<file path="config.mk">
export PLATFORM = sky130hd
export DESIGN_NAME = double_ended_queue_with_erase_core
export DESIGN_NICKNAME = d
export VERILOG_FILES = /design/src/design/dqe_pkg.sv /design/src/design/dqe_ram.sv /design/src/design/double_ended_queue_with_erase_core.sv
export SDC_FILE = /design/constraint.sdc
export NUM_CORES = 2
export LEC_CHECK = 0
export BUFFER_PORTS_ARGS = -buffer_cell sky130_fd_sc_hd__buf_2
export CORE_ASPECT_RATIO = 1.25
export CORE_MARGIN = 2
export CORE_UTILIZATION = 40
export CTS_CLUSTER_DIAMETER = 40
export DETAILED_ROUTE_END_ITERATION = 8
export SLEW_MARGIN = 20
export SYNTH_ARGS = -nofsm -noshare
export SYNTH_HDL_FRONTEND = slang
export SYNTH_SLANG_ARGS = --single-unit
</file>
<file path="constraint.sdc">
create_clock -name i_clk -period 8.2 [get_ports i_clk]
set_input_delay 1.23 -clock i_clk [delete_from_list [all_inputs] [get_ports i_clk]]
set_output_delay 1.23 -clock i_clk [all_outputs]
set_load 0.02 [all_outputs]
</file>
<file path="src/design/dqe_pkg.sv">
// Shared types and codes for the double-ended queue with erase.
// Used by the core and its testbench; dqe_ram does not need it. It depends on nothing.
package dqe_pkg;

    localparam int VALUE_W = 64;
    localparam int POS_W   = 4;
    localparam int CNT_W   = 5;

    typedef enum logic [1:0] {
        FUNC_PUSH_BACK = 2'd0,
        FUNC_POP_FRONT = 2'd1,
        FUNC_POP_BACK  = 2'd2,
        FUNC_ERASE     = 2'd3
    } t_func;

    typedef enum logic [1:0] {
        ERR_OK    = 2'd0,
        ERR_EMPTY = 2'd1,
        ERR_FULL  = 2'd2,
        ERR_RANGE = 2'd3
    } t_err;

    typedef struct packed {
        t_func                     func;
        logic signed [VALUE_W-1:0] value;
        logic [POS_W-1:0]          position;
        logic                      use_last;
    } t_req;

    typedef struct packed {
        logic signed [VALUE_W-1:0] front_value;
        logic [CNT_W-1:0]          count;
        logic                      empty_res;
        t_err                      error;
    } t_res;

endpackage

</file>
<file path="src/design/dqe_ram.sv">
// Slot store of the queue: one write port and one read port with registered read data.
// Stand-alone; no package needed.
module dqe_ram #(
    parameter int DEPTH  = 16,
    parameter int DATA_W = 64
) (
    input  logic                     i_clk,
    input  logic                     i_we,
    input  logic [$clog2(DEPTH)-1:0] i_waddr,
    input  logic [DATA_W-1:0]        i_wdata,
    input  logic                     i_re,
    input  logic [$clog2(DEPTH)-1:0] i_raddr,
    output logic [DATA_W-1:0]        o_rdata
);

    logic [DATA_W-1:0] r_mem [DEPTH];
    logic [DATA_W-1:0] r_rdata;

    always_ff @(posedge i_clk) begin
        if (i_we) begin
            r_mem[i_waddr] <= i_wdata;
        end
    end

    always_ff @(posedge i_clk) begin
        if (i_re) begin
            r_rdata <= r_mem[i_raddr];
        end
    end

    assign o_rdata = r_rdata;

endmodule

</file>
<file path="src/design/double_ended_queue_with_erase_core.sv">
// Top level of the bounded double-ended queue with erase.
// Depends on dqe_pkg for its types and codes and instantiates dqe_ram.
//
// A request word is taken at a rising edge where i_start is high and o_busy is low. Exactly
// one result word follows, shown on o_res for a single cycle with o_valid high; the receiver
// cannot hold it off, so it must capture the word in that cycle. Push, pop back, erase of the
// last element and any refused request pass through S_FRONT and S_FWAIT, during which o_busy
// stays high, and the result word is registered on leaving S_FWAIT. Pop front and erase of a
// middle element first move every later element one slot forward through the single slot
// memory, an S_RD read and an S_WR write per element, before going on to S_FRONT (pop front
// is erase at position 0). The front value is always read back from slot 0 of the memory at
// the end of the request. After reset the queue is empty and no clearing pass is needed.
module double_ended_queue_with_erase_core #(
    parameter int DEPTH = 16
) (
    input  logic          i_clk,
    input  logic          i_rst_n,
    input  logic          i_start,
    input  dqe_pkg::t_req i_req,
    output logic          o_busy,
    output logic          o_valid,
    output dqe_pkg::t_res o_res
);

    // Address width of the slots, width of the element count, and widths wide enough for
    // the comparisons against the request position and for the count field.
    localparam int AW = (DEPTH > 1) ? $clog2(DEPTH) : 1;
    localparam int FW = $clog2(DEPTH + 1);
    localparam int SW = FW + 1;
    localparam int CW = (FW > dqe_pkg::POS_W) ? FW : dqe_pkg::POS_W;
    localparam int XW = (FW > dqe_pkg::CNT_W) ? FW : dqe_pkg::CNT_W;

    typedef enum logic [4:0] {
        S_IDLE  = 5'b00001,
        S_RD    = 5'b00010,
        S_WR    = 5'b00100,
        S_FRONT = 5'b01000,
        S_FWAIT = 5'b10000
    } t_state;

    t_state        r_state, n_state;
    logic [FW-1:0] r_fill,  n_fill;
    logic [AW-1:0] r_idx,   n_idx;
    dqe_pkg::t_err r_err,   n_err;
    logic          r_valid, n_valid;
    dqe_pkg::t_res r_res,   n_res;

    // Slot memory control.
    logic                            ram_we;
    logic [AW-1:0]                   ram_waddr;
    logic signed [dqe_pkg::VALUE_W-1:0] ram_wdata;
    logic                            ram_re;
    logic [AW-1:0]                   ram_raddr;
    logic signed [dqe_pkg::VALUE_W-1:0] ram_rdata;

    // The shared step unit: widened index and fill, used both to launch a shift and to
    // decide whether another element must move forward.
    logic [SW-1:0] idx_step;
    logic [SW-1:0] fill_s;
    logic [CW-1:0] pos_c;
    logic [CW-1:0] fill_c;
    logic [AW-1:0] start_idx;
    logic [XW-1:0] fill_x;

    dqe_ram #(
        .DEPTH  (DEPTH),
        .DATA_W (dqe_pkg::VALUE_W)
    ) u_ram (
        .i_clk   (i_clk),
        .i_we    (ram_we),
        .i_waddr (ram_waddr),
        .i_wdata (ram_wdata),
        .i_re    (ram_re),
        .i_raddr (ram_raddr),
        .o_rdata (ram_rdata)
    );

    assign pos_c  = CW'(i_req.position);
    assign fill_c = CW'(r_fill);
    assign fill_s = SW'(r_fill);
    assign fill_x = XW'(n_fill);

    // The first slot to be overwritten: the front for pop front, otherwise the erase target.
    // The target is known to lie below the fill when it is used, so it fits the address.
    always_comb begin
        if (i_req.func == dqe_pkg::FUNC_POP_FRONT) begin
            start_idx = '0;
        end else begin
            start_idx = pos_c[AW-1:0];
        end
    end

    // In idle the unit tests whether a slot beyond the start exists; while shifting it tests
    // whether the slot after the next one still holds an element.
    always_comb begin
        if (r_state == S_IDLE) begin
            idx_step = SW'(start_idx) + SW'(1);
        end else begin
            idx_step = SW'(r_idx) + SW'(2);
        end
    end

    always_comb begin
        n_state   = r_state;
        n_fill    = r_fill;
        n_idx     = r_idx;
        n_err     = r_err;
        n_valid   = 1'b0;
        n_res     = r_res;
        ram_we    = 1'b0;
        ram_waddr = r_idx;
        ram_wdata = ram_rdata;
        ram_re    = 1'b0;
        ram_raddr = r_idx + AW'(1);

        case (r_state)
            S_IDLE: begin
                if (i_start) begin
                    n_err   = dqe_pkg::ERR_OK;
                    n_state = S_FRONT;
                    if (i_req.func == dqe_pkg::FUNC_PUSH_BACK) begin
                        if (r_fill == FW'(DEPTH)) begin
                            n_err = dqe_pkg::ERR_FULL;
                        end else begin
                            ram_we    = 1'b1;
                            ram_waddr = AW'(r_fill);
                            ram_wdata = i_req.value;
                            n_fill    = r_fill + FW'(1);
                        end
                    end else if (r_fill == '0) begin
                        // An empty queue is reported ahead of any range problem.
                        n_err = dqe_pkg::ERR_EMPTY;
                    end else if (i_req.func == dqe_pkg::FUNC_POP_BACK ||
                                 (i_req.func == dqe_pkg::FUNC_ERASE && i_req.use_last)) begin
                        n_fill = r_fill - FW'(1);
                    end else if (i_req.func == dqe_pkg::FUNC_ERASE && pos_c >= fill_c) begin
                        n_err = dqe_pkg::ERR_RANGE;
                    end else begin
                        n_idx = start_idx;
                        if (idx_step < fill_s) begin
                            n_state = S_RD;
                        end else begin
                            // The target is the last element: nothing has to move.
                            n_fill = r_fill - FW'(1);
                        end
                    end
                end
            end
            S_RD: begin
                ram_re  = 1'b1;
                n_state = S_WR;
            end
            S_WR: begin
                ram_we = 1'b1;
                n_idx  = r_idx + AW'(1);
                if (idx_step < fill_s) begin
                    n_state = S_RD;
                end else begin
                    n_fill  = r_fill - FW'(1);
                    n_state = S_FRONT;
                end
            end
            S_FRONT: begin
                ram_re    = 1'b1;
                ram_raddr = '0;
                n_state   = S_FWAIT;
            end
            S_FWAIT: begin
                n_valid           = 1'b1;
                n_res.front_value = (r_fill != '0) ? ram_rdata : '0;
                n_res.count       = fill_x[dqe_pkg::CNT_W-1:0];
                n_res.empty_res   = (r_fill == '0);
                n_res.error       = r_err;
                n_state           = S_IDLE;
            end
            default: begin
                n_state = S_IDLE;
            end
        endcase
    end

    always_ff @(posedge i_clk) begin
        if (!i_rst_n) begin
            r_state <= S_IDLE;
            r_fill  <= '0;
            r_valid <= 1'b0;
        end else begin
            r_state <= n_state;
            r_fill  <= n_fill;
            r_valid <= n_valid;
        end
    end

    always_ff @(posedge i_clk) begin
        r_idx <= n_idx;
        r_err <= n_err;
        r_res <= n_res;
    end

    assign o_busy  = (r_state != S_IDLE);
    assign o_valid = r_valid;
    assign o_res   = r_res;

endmodule

</file>
==> results.txt <==
The required time of the critical path is 8.55 ns. The proportion of netlist area held by the largest area contributor is 74.3%. The post-placement cell count came out at 4450. The maximum clock rate came out at 0.203 GHz. Setup repair after global routing left no endpoint under its margin. The peak supply drop is 0.000224 V.

The reg-to-reg endpoint is u_ram.r_mem[14][61]$_DFFE_PP_. The clock reaches the later pin of the worst-skew pair after 0.75 ns. The number of cells on the worst hold path came out at 0. In the final layout, the multi-input gates occupy 11300 um2.

The detailed-route vias per instance is 5.52. The clock tree synthesis step divided the H-tree into 4 levels. The worst setup path category is reg2reg. The count of TritonRoute iterations in the first routing pass came out at 5.

The routed length per instance is 24.1 um. The filler cell count in the final layout came out at 10.0k. Summing every instance area after synthesis gives 47100 um2. Max-cap violations in this run came to 0. The number of antenna violations at the first check in global routing came out at 1. The number of warnings printed during yosys synthesis came out at 0. Detailed routing inserted a total of 25.8k vias. The initial detailed-routing violation count is 1932. The number of synthesized flops with an enable pin is 1166. The via count of the first global-routing pass is 25.7k. The slowest stage of the critical path belongs to the cell sky130_fd_sc_hd__nor2_4. Data arrives at the worst endpoint at 5.28 ns. The final weighted congestion in routability-driven placement is 0.817.

The destination of the worst hold path is o_res[0]$_DFFE_PP_. The number of cells on the worst reg-to-reg path is 8. The number of hold-slack violations in the final timing report came out at 0. The final cell count without fillers came out at 4678. For this run, the slowest stage of the critical path takes 0.93 ns.

The start point of the worst min-delay path is r_err[0]$_SDFFCE_PP0P_. In the synthesized netlist the dominant register cell turns out to be sky130_fd_sc_hd__edfxtp_1. The count of buffers inserted at the top-level ports is 147. The critical path goes through inv_1 > ha_1 > nor3b_4 > a21o_1 > nor2_4 > a31oi_1 > nor2_4 > buf_4. Once detail routing completed, the nets flagged for antenna violations numbered 0. The fraction of the core area covered by cells at the end of the flow came out at 46.1%. The synthesis-stage register bit count is 1177. The sink count of the clock tree is 1177. The leakage power summed over all cells came out at 16.9 nW.

The fraction of layout instances using a drive strength above 1 is 19.7%. The overall fraction of global-route tracks in use is 18.5%. The max-slew violation total from the final report is 0.

The largest total area in the synthesized netlist belongs to sky130_fd_sc_hd__edfxtp_1. The first-pass GRT wire length is 167 mm. Wires add up to 113 mm. The clock slew seen by the registers of the worst setup and hold paths came out at 0.06 ns. In this run the tightest slew margin relative to its limit is 23.3%.

STA classifies the critical path startpoint as a register. The run finished with clean final reports. The cell sitting at the root of the clock tree is a sky130_fd_sc_hd__clkbuf_16. The effective utilization at floorplan is 40.4%. The number of buffers inserted for hold repair after clock tree synthesis is 0. The classification of the worst-slack hold path is reg2reg. The power density relative to cell area is 285 nW/um2. The post-route minimum period is 4.93 ns. Post-CTS timing repair inserted 0 buffers for setup.

The worst setup path is captured at a register. The top-level port count is 148. Across the whole layout, storage elements account for 35200 um2. Summed over all layers, the global routing overflow is 0.

The total clock buffers created by CTS is 130. The number of nets in the synthesized netlist is 2984. The final setup skew came out at 0.0274 ns. The maximum root-to-sink buffer count came out at 3. The setup TNS came out at 0 ns.

The largest net degree at the start of global routing is 185. At the pin with the least slew margin, the transition time is 1.15 ns. The die outline width came out at 311 um. Along the worst path, the maximum fanout reaches 42.

TritonCTS built the clock tree. The floorplan die height came out at 388 um. The count of cell types in the netlist is 56. The reg-to-reg startpoint is fill_c[1]$_SDFF_PN0_. The internal reg-to-reg setup slack is 3.27 ns. The floorplan core area is 117000 um2. The number of cells produced by synthesis came out at 2898. The number of remaining DRC errors is 0. At the end of the flow, the number of nets in the layout was 3107. Ranked by total cell area, the synthesized netlist is headed by sky130_fd_sc_hd__edfxtp_1 (74%), sky130_fd_sc_hd__a211oi_1 (4.1%), sky130_fd_sc_hd__mux2_2 (3.1%). The growth of design area from synthesis to finish is 14.3%. The post-cts sizing count came out at 0. The die area is 121000 um2. The number of core rows is 140. The critical path buffer and inverter count came out at 2. The fraction of synthesis flops using an asynchronous set or reset pin came out at 0%. The final HPWL from detailed placement is 58.7 mm. The part of the Yosys area used for sequential elements came out at 74.8%. Broken down by cell family, the worst path's largest delay share belongs to simple AND/OR/NAND/NOR gates.

The most frequent cell on the critical path is sky130_fd_sc_hd__nor2_4. The share of the clock period used by the worst path after layout is 60.2%. The final-report setup violation count is 0. The average size of a mapped cell is 16.3 um2.
[synth_stat cells, drive strengths merged (3+ instances only)]
| cell type | count |
|---|---|
| clkbuf | 141 |
| buf | 58 |
| a31oi | 11 |
| nand2 | 36 |
| o211ai | 5 |
| edfxtp | 1166 |
| or3 | 66 |
| and3 | 5 |
| and2 | 197 |
| a21boi | 4 |
| mux4 | 64 |
| a211oi | 260 |
| nor4 | 6 |
| a2111oi | 3 |
| xnor2 | 5 |
| o21ai | 13 |
| inv | 10 |
| nand3 | 15 |
| mux2 | 128 |
| a311oi | 3 |
| nor3 | 10 |
| nor3b | 3 |
| o22ai | 129 |
| a21oi | 144 |
| ha | 12 |
| nand2b | 3 |
| nor2b | 130 |
| xor2 | 4 |
| o31ai | 66 |
| dfxtp | 11 |
| nor2 | 165 |
[metal layers]
metal	up-vias	routed length (um)	track usage, %
met1	13200	47200	24.0
met3	182	6230	3.78
met5	-	0	0
li1	11700	-	-
met2	756	56300	31.2
met4	0	2800	5.76
[stage by stage]
stage | worst slack [ns] | hold slack [ns] | power (mW) | area [um2]
after detailed placement | 2.76 | 0.405 | 9.82 | 49600
after floorplan | 0.850 | 0.400 | 8.91 | 47100
final | 3.27 | 0.417 | 15.3 | 53800
after CTS | 3.26 | 0.419 | 15.5 | 53800
after global placement | 2.79 | 0.402 | 9.78 | 49600
after global routing | 3.05 | 0.421 | 15.9 | 53800
[logic make-up (layout without fill, tap and decap cells)]
family / Yosys count / in the layout / share of synthesized area, %
simple gates: 645 / 645 / 7.55
buf+inv: 210 / 427 / 1.77
other cells: 0 / 1 / 0
xor+xnor: 9 / 9 / 0.167
flops: 1177 / 1177 / 74.8
compound gates: 652 / 652 / 9.25
fa+ha+maj: 12 / 12 / 0.319
mux: 193 / 193 / 6.14
[layout by cell type, fill, tap and decap left out, types with 12 or more instances in the layout]
cell                        Yosys  final
sky130_fd_sc_hd__buf_2         32    147
sky130_fd_sc_hd__nand2_1       36     29
sky130_fd_sc_hd__o31ai_1       66     66
sky130_fd_sc_hd__o21ai_0       13     13
sky130_fd_sc_hd__o22ai_1      129    129
sky130_fd_sc_hd__clkinv_1       0     27
sky130_fd_sc_hd__or3_1         66     66
sky130_fd_sc_hd__inv_6          0     13
sky130_fd_sc_hd__nor2_4         0     17
sky130_fd_sc_hd__nor2b_1      130    130
sky130_fd_sc_hd__buf_4          1     36
sky130_fd_sc_hd__clkbuf_16      0    136
sky130_fd_sc_hd__and2_1       197    196
sky130_fd_sc_hd__a21oi_1      143    143
sky130_fd_sc_hd__mux4_2        64     64
sky130_fd_sc_hd__clkinv_2       1     14
sky130_fd_sc_hd__ha_1          12     12
sky130_fd_sc_hd__edfxtp_1    1166   1166
sky130_fd_sc_hd__mux2_2       128    128
sky130_fd_sc_hd__nor2_1       165    148
sky130_fd_sc_hd__nand3_1       15     15
sky130_fd_sc_hd__a211oi_1     260    260
[power by group]
| part | total (mW) | switching [mW] | internal, mW | leakage (nW) |
|---|---|---|---|---|
| Sequential | 6.96 | 0.0659 | 6.90 | 10.6 |
| Combinational | 2.71 | 1.84 | 0.869 | 4.31 |
| Clock | 5.68 | 2.39 | 3.29 | 2.02 |
[layout make-up]
| cell class | instances | area share [%] |
|---|---|---|
| tap | 1562 | 3.63 |
| clock inverter | 80 | 1.30 |
| sequential | 1177 | 65.5 |
| multi-input combinational | 1511 | 21.0 |
| timing repair buffer | 190 | 2.11 |
| antenna | 1 | 0.00465 |
| inverter | 11 | 0.0790 |
| clock buffer | 146 | 6.39 |
[worst max-delay path by stage]
| stage | cells after the start | endpoint | from | slack, ns |
|---|---|---|---|---|
| 6_report | 8 | u_ram.r_mem[14][61]$_DFFE_PP_ | fill_c[1]$_SDFF_PN0_ | 3.27 |
| 4_1_cts | 8 | u_ram.r_mem[14][56]$_DFFE_PP_ | fill_c[1]$_SDFF_PN0_ | 3.26 |
| 5_1_grt | 8 | u_ram.r_mem[14][56]$_DFFE_PP_ | fill_c[0]$_SDFF_PN0_ | 3.05 |
| 3_3_place_gp | 7 | u_ram.r_mem[9][39]$_DFFE_PP_ | i_req[69] | 2.79 |
| 2_1_floorplan | 3 | u_ram.o_rdata[0]$_DFFE_PP_ | r_state[3]$_SDFFE_PN0P_ | 0.85 |
| 3_5_place_dp | 7 | u_ram.r_mem[14][62]$_DFFE_PP_ | i_req[69] | 2.76 |
[registers in the layout, summed over array words and instances (netlist names)]
register and flops:
fill_c 5, r_idx 4, o_valid 1, u_ram.o_rdata 64, r_state 5, r_err 2, u_ram.r_mem 1024, o_res 72
[worst register-to-register path: stages, from the launching register on]
cell                      delay (ns)
sky130_fd_sc_hd__dfxtp_1        0.54
sky130_fd_sc_hd__inv_1          0.22
sky130_fd_sc_hd__ha_1           0.28
sky130_fd_sc_hd__nor3b_4        0.19
sky130_fd_sc_hd__a21o_1         0.28
sky130_fd_sc_hd__nor2_4         0.66
sky130_fd_sc_hd__a31oi_1        0.54
sky130_fd_sc_hd__nor2_4         0.94
sky130_fd_sc_hd__buf_4          0.85
No activity file was read; power rests on OpenSTA's default activity.
